## config.mk

```make
export PLATFORM = sky130hd
export DESIGN_NAME = servo_pulse_normalizer_frame
export DESIGN_NICKNAME = d
export VERILOG_FILES = /design/src/spnf_pkg.sv /design/src/spnf_queue.sv /design/src/spnf_front.sv /design/src/spnf_back.sv /design/src/servo_pulse_normalizer_frame.sv
export SDC_FILE = /design/constraint.sdc
export NUM_CORES = 1
export LEC_CHECK = 0
export BUFFER_PORTS_ARGS = -buffer_cell sky130_fd_sc_hd__buf_2
export CORE_UTILIZATION = 35
export DETAILED_ROUTE_END_ITERATION = 7
export PLACE_DENSITY_LB_ADDON = 0.3
export SLEW_MARGIN = 20
export SYNTH_ARGS = -nofsm -noshare
export SYNTH_HDL_FRONTEND = slang
export SYNTH_SLANG_ARGS = --single-unit
```

## constraint.sdc

```tcl
create_clock -name clk -period 5.75 [get_ports clk]
set_input_delay 1.4375 -clock clk [delete_from_list [all_inputs] [get_ports clk]]
set_output_delay 1.4375 -clock clk [all_outputs]
set_load 0.05 [all_outputs]
```

## src/spnf_pkg.sv

```systemverilog
// Shared types and constants of the servo pulse normalizer frame block.
`timescale 1ns / 1ps
`default_nettype none

package spnf_pkg;

  // Configuration register indexes
  localparam int unsigned CFG_INDEX_W = 2;
  localparam int unsigned CFG_DATA_W  = 12;
  localparam logic [CFG_INDEX_W-1:0] REG_PULSE_CENTRE  = 2'd0;
  localparam logic [CFG_INDEX_W-1:0] REG_SWITCH_HYST   = 2'd1;
  localparam logic [CFG_INDEX_W-1:0] REG_ENDPOINT_DELTA = 2'd2;
  localparam logic [CFG_INDEX_W-1:0] REG_STARTUP_TICKS = 2'd3;

  localparam logic [11:0] PULSE_CENTRE_RST   = 12'd1500;
  localparam logic [7:0]  SWITCH_HYST_RST    = 8'd5;
  localparam logic [9:0]  ENDPOINT_DELTA_RST = 10'd200;
  localparam logic [7:0]  STARTUP_TICKS_RST  = 8'd20;

  // Frame layout
  localparam int unsigned FRAME_BYTES  = 4;
  localparam int unsigned BYTE_IDX_W   = $clog2(FRAME_BYTES);
  localparam logic [7:0]  FRAME_HEADER = 8'h87;
  localparam logic [7:0]  STARTUP_FLAG = 8'h10;

  // Pulse limits in microseconds
  localparam logic [15:0] PULSE_MIN = 16'd600;
  localparam logic [15:0] PULSE_MAX = 16'd2500;
  localparam logic [15:0] CLAMP_LO  = 16'd800;
  localparam logic [15:0] CLAMP_HI  = 16'd2300;
  localparam logic [6:0]  PCT_SCALE = 7'd101;
  localparam logic [7:0]  PCT_MAX   = 8'd100;
  localparam int unsigned QUO_BITS  = 7;

  localparam int unsigned QUEUE_DEPTH_DEF = 2;

  typedef struct packed {
    logic [11:0] pulse_centre;
    logic [7:0]  switch_hyst;
    logic [9:0]  endpoint_delta;
    logic [7:0]  startup_ticks;
  } cfg_t;

  // One classified tick, front to back
  typedef struct packed {
    logic        normal;
    logic [15:0] steer_us;
    logic [15:0] throttle_us;
    logic        sw;
  } tick_cmd_t;

  typedef enum logic [2:0] {
    B_IDLE,
    B_CAL,
    B_PREP,
    B_SETUP,
    B_DIV,
    B_FIN,
    B_EMIT
  } back_state_t;

endpackage

`default_nettype wire

```

## src/spnf_queue.sv

```systemverilog
// Small register queue between the front and the back.
`timescale 1ns / 1ps
`default_nettype none

module spnf_queue #(
  parameter int unsigned WIDTH = 8,
  parameter int unsigned DEPTH = 2
) (
  input  wire logic             clk,
  input  wire logic             rst,
  input  wire logic             push,
  input  wire logic [WIDTH-1:0] push_data,
  output logic                  full,
  input  wire logic             pop,
  output logic [WIDTH-1:0]      pop_data,
  output logic                  not_empty
);

  localparam int unsigned PTR_W = (DEPTH > 1) ? $clog2(DEPTH) : 1;
  localparam int unsigned CNT_W = $clog2(DEPTH + 1);
  localparam logic [PTR_W-1:0] LAST_PTR = PTR_W'(DEPTH - 1);
  localparam logic [CNT_W-1:0] FULL_CNT = CNT_W'(DEPTH);

  logic [WIDTH-1:0] mem [DEPTH];
  logic [PTR_W-1:0] wr_ptr;
  logic [PTR_W-1:0] rd_ptr;
  logic [CNT_W-1:0] count;
  logic             do_push;
  logic             do_pop;

  assign full      = (count == FULL_CNT);
  assign not_empty = (count != '0);
  assign pop_data  = mem[rd_ptr];
  assign do_push   = push && !full;
  assign do_pop    = pop && not_empty;

  always_ff @(posedge clk) begin
    if (do_push) begin
      mem[wr_ptr] <= push_data;
    end
  end

  always_ff @(posedge clk) begin
    if (rst) begin
      wr_ptr <= '0;
      rd_ptr <= '0;
      count  <= '0;
    end else begin
      if (do_push) begin
        wr_ptr <= (wr_ptr == LAST_PTR) ? '0 : wr_ptr + 1'b1;
      end
      if (do_pop) begin
        rd_ptr <= (rd_ptr == LAST_PTR) ? '0 : rd_ptr + 1'b1;
      end
      if (do_push && !do_pop) begin
        count <= count + 1'b1;
      end else if (do_pop && !do_push) begin
        count <= count - 1'b1;
      end
    end
  end

endmodule

`default_nettype wire

```

## src/spnf_front.sv

```systemverilog
// Input side: timer conversion, startup gating and the channel three switch.
`timescale 1ns / 1ps
`default_nettype none

module spnf_front
  import spnf_pkg::*;
(
  input  wire logic        clk,
  input  wire logic        rst,
  input  wire cfg_t        cfg,
  input  wire logic        s_tvalid,
  output logic             s_tready,
  input  wire logic [47:0] s_tdata,
  input  wire logic        s_tuser,
  input  wire logic        queue_full,
  output logic             cmd_push,
  output tick_cmd_t        cmd
);

  logic [7:0]  warmup_cnt;
  logic        switch_on;
  logic        switch_next;
  logic        accept;
  logic        normal;
  logic [15:0] aux_us;
  logic signed [17:0] aux_s;
  logic signed [17:0] sw_lo;
  logic signed [17:0] sw_hi;

  // (0xffff - t) * 3 / 4, with 0xffff - t being ~t
  function automatic logic [15:0] timer_to_us(input logic [15:0] t);
    logic [17:0] sum;
    sum = {2'b00, ~t} + {1'b0, ~t, 1'b0};
    return sum[17:2];
  endfunction

  assign s_tready = !queue_full;
  assign accept   = s_tvalid && s_tready;
  assign normal   = s_tuser && (warmup_cnt >= cfg.startup_ticks);

  assign aux_us = timer_to_us(s_tdata[47:32]);
  assign aux_s  = $signed({2'b00, aux_us});
  assign sw_lo  = $signed({6'd0, cfg.pulse_centre}) - $signed({10'd0, cfg.switch_hyst});
  assign sw_hi  = $signed({6'd0, cfg.pulse_centre}) + $signed({10'd0, cfg.switch_hyst});

  always_comb begin
    switch_next = switch_on;
    if (switch_on) begin
      if (aux_s < sw_lo) begin
        switch_next = 1'b0;
      end
    end else begin
      if (aux_s > sw_hi) begin
        switch_next = 1'b1;
      end
    end
  end

  assign cmd_push        = accept;
  assign cmd.normal      = normal;
  assign cmd.steer_us    = timer_to_us(s_tdata[15:0]);
  assign cmd.throttle_us = timer_to_us(s_tdata[31:16]);
  assign cmd.sw          = switch_next;

  always_ff @(posedge clk) begin
    if (rst) begin
      warmup_cnt <= '0;
      switch_on  <= 1'b0;
    end else if (accept) begin
      if (normal) begin
        switch_on <= switch_next;
      end else if (warmup_cnt < cfg.startup_ticks) begin
        warmup_cnt <= warmup_cnt + 8'd1;
      end
    end
  end

endmodule

`default_nettype wire

```

## src/spnf_back.sv

```systemverilog
// Output side: calibration, endpoint tracking, percent division and frame beats.
`timescale 1ns / 1ps
`default_nettype none

module spnf_back
  import spnf_pkg::*;
(
  input  wire logic       clk,
  input  wire logic       rst,
  input  wire logic [9:0] endpoint_delta,
  input  wire logic       cmd_valid,
  input  wire tick_cmd_t  cmd,
  output logic            cmd_pop,
  output logic            m_tvalid,
  input  wire logic       m_tready,
  output logic [7:0]      m_tdata,
  output logic            m_tlast
);

  back_state_t state;
  back_state_t state_next;

  logic        calibrated;
  logic [15:0] centre_us    [2];
  logic [15:0] left_end_us  [2];
  logic [15:0] right_end_us [2];
  logic [7:0]  pct          [2];

  tick_cmd_t   cur;
  logic        ch;
  logic        neg;
  logic [15:0] diff;
  logic [15:0] den;
  logic [22:0] rem;
  logic [QUO_BITS-1:0] quo;
  logic [2:0]  bit_cnt;
  logic [BYTE_IDX_W-1:0] byte_idx;

  // per-channel prep
  logic [15:0] p_us;
  logic [15:0] p_cl;
  logic [15:0] c_us;
  logic        p_out;
  logic [15:0] e_us;
  logic [16:0] den_w;
  logic [23:0] trial;
  logic        out_free;
  logic        load_out;
  logic [7:0]  beat_data;
  logic        last_ch;

  assign p_us  = ch ? cur.throttle_us : cur.steer_us;
  assign c_us  = centre_us[ch];
  assign p_out = (p_us < PULSE_MIN) || (p_us > PULSE_MAX);
  assign p_cl  = (p_us < CLAMP_LO) ? CLAMP_LO : ((p_us > CLAMP_HI) ? CLAMP_HI : p_us);
  assign e_us  = neg ? left_end_us[ch] : right_end_us[ch];
  assign den_w = neg ? ({1'b0, c_us} - {1'b0, e_us}) : ({1'b0, e_us} - {1'b0, c_us});
  assign trial = {1'b0, rem} - ({8'd0, den} << bit_cnt);
  assign last_ch = ch;

  assign out_free = !m_tvalid || m_tready;

  always_comb begin
    case (byte_idx)
      BYTE_IDX_W'(0): beat_data = FRAME_HEADER;
      BYTE_IDX_W'(1): beat_data = pct[0];
      BYTE_IDX_W'(2): beat_data = pct[1];
      default:        beat_data = cur.normal ? {7'd0, cur.sw} : STARTUP_FLAG;
    endcase
  end

  always_ff @(posedge clk) begin
    if (rst) begin
      state <= B_IDLE;
    end else begin
      state <= state_next;
    end
  end

  always_comb begin
    state_next = state;
    cmd_pop    = 1'b0;
    load_out   = 1'b0;
    case (state)
      B_IDLE: begin
        if (cmd_valid) begin
          cmd_pop = 1'b1;
          if (!cmd.normal) begin
            state_next = B_EMIT;
          end else if (!calibrated) begin
            state_next = B_CAL;
          end else begin
            state_next = B_PREP;
          end
        end
      end
      B_CAL: state_next = B_PREP;
      B_PREP: begin
        if (p_out || (p_cl == c_us)) begin
          state_next = last_ch ? B_EMIT : B_PREP;
        end else begin
          state_next = B_SETUP;
        end
      end
      B_SETUP: begin
        if (den_w[16] || (den_w == '0) || ({1'b0, diff} >= den_w)) begin
          state_next = last_ch ? B_EMIT : B_PREP;
        end else begin
          state_next = B_DIV;
        end
      end
      B_DIV: begin
        if (bit_cnt == 3'd0) begin
          state_next = B_FIN;
        end
      end
      B_FIN: state_next = last_ch ? B_EMIT : B_PREP;
      B_EMIT: begin
        if (out_free) begin
          load_out = 1'b1;
          if (byte_idx == BYTE_IDX_W'(FRAME_BYTES - 1)) begin
            state_next = B_IDLE;
          end
        end
      end
      default: state_next = B_IDLE;
    endcase
  end

  // control registers
  always_ff @(posedge clk) begin
    if (rst) begin
      calibrated <= 1'b0;
      m_tvalid   <= 1'b0;
      byte_idx   <= '0;
      ch         <= 1'b0;
    end else begin
      if (state == B_CAL) begin
        calibrated <= 1'b1;
      end
      if (load_out) begin
        m_tvalid <= 1'b1;
        byte_idx <= byte_idx + 1'b1;
      end else if (m_tready) begin
        m_tvalid <= 1'b0;
      end
      if (state == B_IDLE) begin
        ch <= 1'b0;
      end else if (state_next == B_PREP && state != B_CAL && state != B_IDLE) begin
        ch <= 1'b1;
      end
    end
  end

  // datapath
  always_ff @(posedge clk) begin
    if (load_out) begin
      m_tdata <= beat_data;
      m_tlast <= (byte_idx == BYTE_IDX_W'(FRAME_BYTES - 1));
    end
    case (state)
      B_IDLE: begin
        if (cmd_valid) begin
          cur    <= cmd;
          pct[0] <= '0;
          pct[1] <= '0;
        end
      end
      B_CAL: begin
        centre_us[0]    <= cur.steer_us;
        centre_us[1]    <= cur.throttle_us;
        left_end_us[0]  <= cur.steer_us - {6'd0, endpoint_delta};
        left_end_us[1]  <= cur.throttle_us - {6'd0, endpoint_delta};
        right_end_us[0] <= cur.steer_us + {6'd0, endpoint_delta};
        right_end_us[1] <= cur.throttle_us + {6'd0, endpoint_delta};
      end
      B_PREP: begin
        if (!p_out && (p_cl != c_us)) begin
          if (p_cl < c_us) begin
            if (p_cl < left_end_us[ch]) begin
              left_end_us[ch] <= p_cl;
            end
            neg  <= 1'b1;
            diff <= c_us - p_cl;
          end else begin
            if (p_cl > right_end_us[ch]) begin
              right_end_us[ch] <= p_cl;
            end
            neg  <= 1'b0;
            diff <= p_cl - c_us;
          end
        end
      end
      B_SETUP: begin
        den     <= den_w[15:0];
        rem     <= {7'd0, diff} * {16'd0, PCT_SCALE};
        quo     <= '0;
        bit_cnt <= 3'(QUO_BITS - 1);
        // quotient of 101 or more saturates, so the divide needs only 7 bits
        if (!den_w[16] && (den_w != '0) && ({1'b0, diff} >= den_w)) begin
          pct[ch] <= neg ? (8'd0 - PCT_MAX) : PCT_MAX;
        end
      end
      B_DIV: begin
        if (!trial[23]) begin
          rem <= trial[22:0];
          quo <= {quo[QUO_BITS-2:0], 1'b1};
        end else begin
          quo <= {quo[QUO_BITS-2:0], 1'b0};
        end
        bit_cnt <= bit_cnt - 3'd1;
      end
      B_FIN: begin
        pct[ch] <= neg ? (8'd0 - {1'b0, quo}) : {1'b0, quo};
      end
      default: begin
      end
    endcase
  end

endmodule

`default_nettype wire

```

## src/servo_pulse_normalizer_frame.sv

```systemverilog
// Top level: configuration registers, front, queue and back of the normalizer.
//
// Usage: one input beat on s_* is one radio tick: three channel timer values in
// s_tdata and the data-good flag in s_tuser. Every tick yields one frame of four
// beats on m_*: header 0x87, steer percent, throttle percent, flags byte; m_tlast
// marks the flags beat. Configuration is written through cfg_we/cfg_index/cfg_data
// while no frame is pending.
// The front converts the timers and updates the startup counter and the switch in
// the accept cycle and pushes the tick into a short queue; s_tready drops only
// when that queue is full. The back works one tick at a time: calibration on the
// first good tick after startup, then clamp, setup and a 7-step restoring divide
// per channel, then 4 beats. It takes no new tick until the last beat of the frame
// is out, and both channels share one divide.
// Reset (rst, synchronous) restores the register defaults, clears calibration,
// the startup count and the switch, and empties the queue and output.
// A stalled receiver holds the current beat; the back waits, the queue fills and
// then the input side stalls.
`timescale 1ns / 1ps
`default_nettype none

module servo_pulse_normalizer_frame
  import spnf_pkg::*;
#(
  parameter int unsigned QUEUE_DEPTH = QUEUE_DEPTH_DEF
) (
  input  wire logic                   clk,
  input  wire logic                   rst,
  input  wire logic                   cfg_we,
  input  wire logic [CFG_INDEX_W-1:0] cfg_index,
  input  wire logic [CFG_DATA_W-1:0]  cfg_data,
  input  wire logic                   s_tvalid,
  output logic                        s_tready,
  input  wire logic [47:0]            s_tdata,  // steer_timer, throttle_timer, aux_timer
  input  wire logic                   s_tuser,  // data_good
  output logic                        m_tvalid,
  input  wire logic                   m_tready,
  output logic [7:0]                  m_tdata,  // frame_byte
  output logic                        m_tlast
);

  localparam int unsigned CMD_W = $bits(tick_cmd_t);

  cfg_t       cfg;
  tick_cmd_t  front_cmd;
  tick_cmd_t  back_cmd;
  logic [CMD_W-1:0] back_cmd_bits;
  logic       cmd_push;
  logic       cmd_pop;
  logic       queue_full;
  logic       queue_valid;

  always_ff @(posedge clk) begin
    if (rst) begin
      cfg.pulse_centre   <= PULSE_CENTRE_RST;
      cfg.switch_hyst    <= SWITCH_HYST_RST;
      cfg.endpoint_delta <= ENDPOINT_DELTA_RST;
      cfg.startup_ticks  <= STARTUP_TICKS_RST;
    end else if (cfg_we) begin
      case (cfg_index)
        REG_PULSE_CENTRE:   cfg.pulse_centre   <= cfg_data;
        REG_SWITCH_HYST:    cfg.switch_hyst    <= cfg_data[7:0];
        REG_ENDPOINT_DELTA: cfg.endpoint_delta <= cfg_data[9:0];
        REG_STARTUP_TICKS:  cfg.startup_ticks  <= cfg_data[7:0];
        default: begin
        end
      endcase
    end
  end

  spnf_front u_front (
    .clk        (clk),
    .rst        (rst),
    .cfg        (cfg),
    .s_tvalid   (s_tvalid),
    .s_tready   (s_tready),
    .s_tdata    (s_tdata),
    .s_tuser    (s_tuser),
    .queue_full (queue_full),
    .cmd_push   (cmd_push),
    .cmd        (front_cmd)
  );

  spnf_queue #(
    .WIDTH (CMD_W),
    .DEPTH (QUEUE_DEPTH)
  ) u_queue (
    .clk       (clk),
    .rst       (rst),
    .push      (cmd_push),
    .push_data (front_cmd),
    .full      (queue_full),
    .pop       (cmd_pop),
    .pop_data  (back_cmd_bits),
    .not_empty (queue_valid)
  );

  assign back_cmd = tick_cmd_t'(back_cmd_bits);

  spnf_back u_back (
    .clk            (clk),
    .rst            (rst),
    .endpoint_delta (cfg.endpoint_delta),
    .cmd_valid      (queue_valid),
    .cmd            (back_cmd),
    .cmd_pop        (cmd_pop),
    .m_tvalid       (m_tvalid),
    .m_tready       (m_tready),
    .m_tdata        (m_tdata),
    .m_tlast        (m_tlast)
  );

`ifndef SYNTHESIS
  // a frame always opens with the header
  a_frame_head: assert property (@(posedge clk) disable iff (rst)
    $rose(m_tvalid) |-> (m_tdata == FRAME_HEADER))
    else $error("frame does not start with header");

  // only the switch and startup bits may be set in the flags beat
  a_flags_bits: assert property (@(posedge clk) disable iff (rst)
    (m_tvalid && m_tlast) |-> ((m_tdata & ~(STARTUP_FLAG | 8'h01)) == 8'h00))
    else $error("flags beat has stray bits");

  a_flags_excl: assert property (@(posedge clk) disable iff (rst)
    (m_tvalid && m_tlast) |-> !(m_tdata[4] && m_tdata[0]))
    else $error("switch reported during startup");

  // percent beats stay within -100..100
  a_pct_range: assert property (@(posedge clk) disable iff (rst)
    (m_tvalid && !m_tlast) |-> ((m_tdata == FRAME_HEADER) ||
      (($signed(m_tdata) <= 8'sd100) && ($signed(m_tdata) >= -8'sd100))))
    else $error("percent out of range");
`endif

endmodule

`default_nettype wire
```

==> results_dict.tcl <==
set metrics [dict create \
    fin_area_sq_um 31400 \
    worstSetupPathType "flop to flop" \
    ys_ff_latch 350 \
    synth-edff-count 289 \
    setup_viol 0 \
    fin_util_pct 39.5 \
    grt.total_usage_pct 16.2 \
    clock_tree.htree_level_count 2 \
    antenna_cells 0 \
    arrival_ns 5.57 \
    avgSynthCellArea_sq_um 9.74 \
    area_growth_pct 11.2 \
    grt_first_pass_wirelength_microns 107000 \
    slew_violations 0 \
    drt_iter0_drc 1111 \
    p_per_area_nw_per_um2 396 \
    gp_congestion 0.864 \
    path_cells "buf_4 > buf_4 > mux2i_1 > nand2_1 > o21ai_0 > ha_1 > a211oi_1 > a21oi_1 > a2111oi_4 > o21a_1 > xnor2_1 > inv_1 > ha_1 > nand3_1 > nor3_1 > a21oi_1 > o21ai_1 > and2_1 > a31oi_4 > o21ai_1 > buf_4" \
    clock_path_buffers 3 \
    p_seq_share_pct 32.3 \
    crit_path_top_delay_cell "a2111oi_4" \
    vdd_ir_drop_max_uv 195 \
    wl_microns 67200 \
    max-cap-violations 0 \
    switchingPower_uw 4930 \
    post_cts_buffers 0 \
    cellLeakagePower_uw 0.0134 \
    dpl.cell_count 3996 \
    most-common-layout-cells "ha_1, inv_1, edfxtp_1, a21oi_1, nor2_1" \
    overflow 0 \
    wire_per_inst_microns 16.5 \
    clkSlewWorstSetupHoldPaths_ns 0.06 \
    swShare_pct 39.7 \
    first_pass_iters 5 \
    hold_class "flop to flop" \
    die_area_sq_um 81700 \
    fin_skew_ns 0.0383 \
    ant_nets 0 \
    ys_seq_area_share_pct 35.1 \
    crit_top_cell "buf_4" \
    pin_count 79 \
    p_comb_share_pct 46.4 \
    cp_max_fo 16 \
    placed_area_sq_um 30000 \
    max_slew_margin_pct 36.6 \
    antenna_found_initial 0 \
    fin_setup_tns_ns 0 \
    die_w_microns 286 \
    via_per_inst 5.05 \
    cp-start-kind "flop" \
    final_nets 3441 \
    fmax_mhz 188 \
    rsz0062_at_grt "no" \
    clockRootBuffer "clkbuf_16" \
    cts_tree "yes" \
    status "complete, no violations" \
    grt_max_degree 45 \
    critPathBufInv 4 \
    worst_pin_slew_ns 0.949 \
    coreArea_sq_um 79400 \
    syn-cell-area_sq_um 28200 \
    grt_pass1_vias 20116 \
    cts_sinks 350 \
    fin_cells 4070 \
    p_int_uw 7490 \
    numPortBuffers 78 \
    critPathCaptureType "flop" \
    cts_made_buffers 40 \
    final_common_cell "ha_1" \
    yosysWarnings 0 \
    row_count 103 \
    initial_utilization_pct 35.5 \
    synthCells 2896 \
    synthArstFlopShare_pct 0 \
    critPathMaxStageDelay_ns 0.49 \
    dp_hpwl_microns 54300 \
    ys.flop_type "edfxtp_1" \
    crit_family "compound AO/OA/AOI/OAI gates" \
    period_needed_ns 5.31 \
    ys_types 93 \
    critPathRequiredTime_ns 6.00 \
    pwr-share-clk_pct 21.3 \
    via_count 20572 \
    clock_latency_ns 0.58 \
    drive_above_1_share_pct 10.8 \
    report.power.total_uw 12400 \
    period_share_pct 92.4 \
    finalHoldViolations 0 \
    die_y_microns 286 \
    drc 0 \
]
-- power by group through the flow --
| stage | Sequential [uW] | Clock (uW) | Combinational, uW |
|---|---|---|---|
| detailed placement | 4060 | 0 | 5710 |
| global placement | 4050 | 0 | 5680 |
| finish | 4010 | 2650 | 5760 |
| CTS | 4010 | 2710 | 5750 |
| global route | 4070 | 2790 | 6410 |
| floorplan | 3860 | 0 | 4290 |
-- metrics by stage --
stage	setup WS [ns]	hold slack, ns
2_1_floorplan	0.150	0.424
3_3_place_gp	0.449	0.443
3_5_place_dp	0.268	0.450
4_1_cts	0.250	0.458
5_1_grt	0.0120	0.488
6_report	0.436	0.453
-- state kept, by name, indices dropped and copies added, names as in the netlist, 2 cells and up, named ones only --
register / count
u_back.centre_us: 32
u_back.quo: 7
u_back.state: 3
u_queue.count: 2
cfg: 38
u_queue.mem: 68
u_back.den: 16
u_back.pct: 16
u_back.m_tdata: 8
u_front.warmup_cnt: 8
u_back.cur: 34
u_back.diff: 16
u_back.right_end_us: 32
u_back.rem: 23
u_back.byte_idx: 2
u_back.bit_cnt: 3
u_back.left_end_us: 32
-- cells by family after synthesis --
| group | synth area share, % |
|---|---|
| simple gates | 12.1 |
| compound gates | 15.4 |
| buf+inv | 6.25 |
| fa+ha+maj | 18.0 |
| flops | 35.1 |
| mux | 7.83 |
| xor+xnor | 5.34 |
| other cells | 0.0266 |
-- routing by layer --
metal  vias up  track usage [%]  part of all wire (%)
met1      9667             22.1                    48
met2       294             27.8                    47
met5         -                0                     0
met4         0             3.44                   1.7
met3        63             1.56                   2.9
li1      10548                -                     -
-- cell type report --
class	instances	area, sq um
flip-flops and latches	350	9900
well taps	1050	1310
clock buffers	54	1120
fillers	7989	48000
inverters	341	1280
repair buffers	138	873
clock inverters	19	245
multi-input cells	2118	16600
-- worst reg2reg max path: stages (launching register included) --
cell       delay (ns)
dfxtp_2          0.35
buf_4            0.26
buf_4            0.29
mux2i_1          0.28
nand2_1          0.07
o21ai_0          0.15
ha_1             0.43
a211oi_1         0.26
a21oi_1          0.11
a2111oi_4        0.49
o21a_1           0.24
xnor2_1          0.21
inv_1            0.08
ha_1             0.28
nand3_1          0.09
nor3_1           0.20
a21oi_1          0.10
o21ai_1          0.32
and2_1           0.23
a31oi_4          0.18
o21ai_1          0.20
buf_4            0.19
-- synthesized netlist by cell type (all sizes together) (16+ instances only) --
master   count  share of area (%)
xnor2      115                3.6
edfxtp     289                 31
clkbuf      64               0.85
nor2       177                2.4
and3        17               0.38
nor2b       34               0.75
mux2i      125                4.4
ha         349                 15
nand3       53               0.98
buf         36               0.86
xor2        57                1.8
o21bai      22               0.59
a21o        70                1.9
a21oi      205                3.7
nand4       31               0.82
inv        337                4.5
or3         18               0.40
and2        23               0.51
o211ai      27               0.74
nor3        61                1.1
o2111ai     16               0.62
o21ai      140                2.5
nand2      168                2.2
o21a        43                1.1
nand2b      26               0.58
mux2        73                2.9
fa          35                2.5
a211oi      27               0.76
dfxtp       61                4.3
a31oi       17               0.43
-- final timing paths --
kind | to | slack [ns] | start | cells past startpoint
worst max register to register | u_back.pct[0][5] | 0.44 | flop | 21
worst min register to register | cfg[5] | 0.45 | cfg[5] | 2
worst min-delay path | cfg[5] | 0.45 | cfg[5] | 2
worst max-delay path | u_back.pct[0][5] | 0.44 | flop | 21
-- repair_timing --
action,CTS,global route
setup endpoints to repair,0,19
hold buffers,0,0
gates resized for setup,0,3
Power figures use the tool's default switching activity.
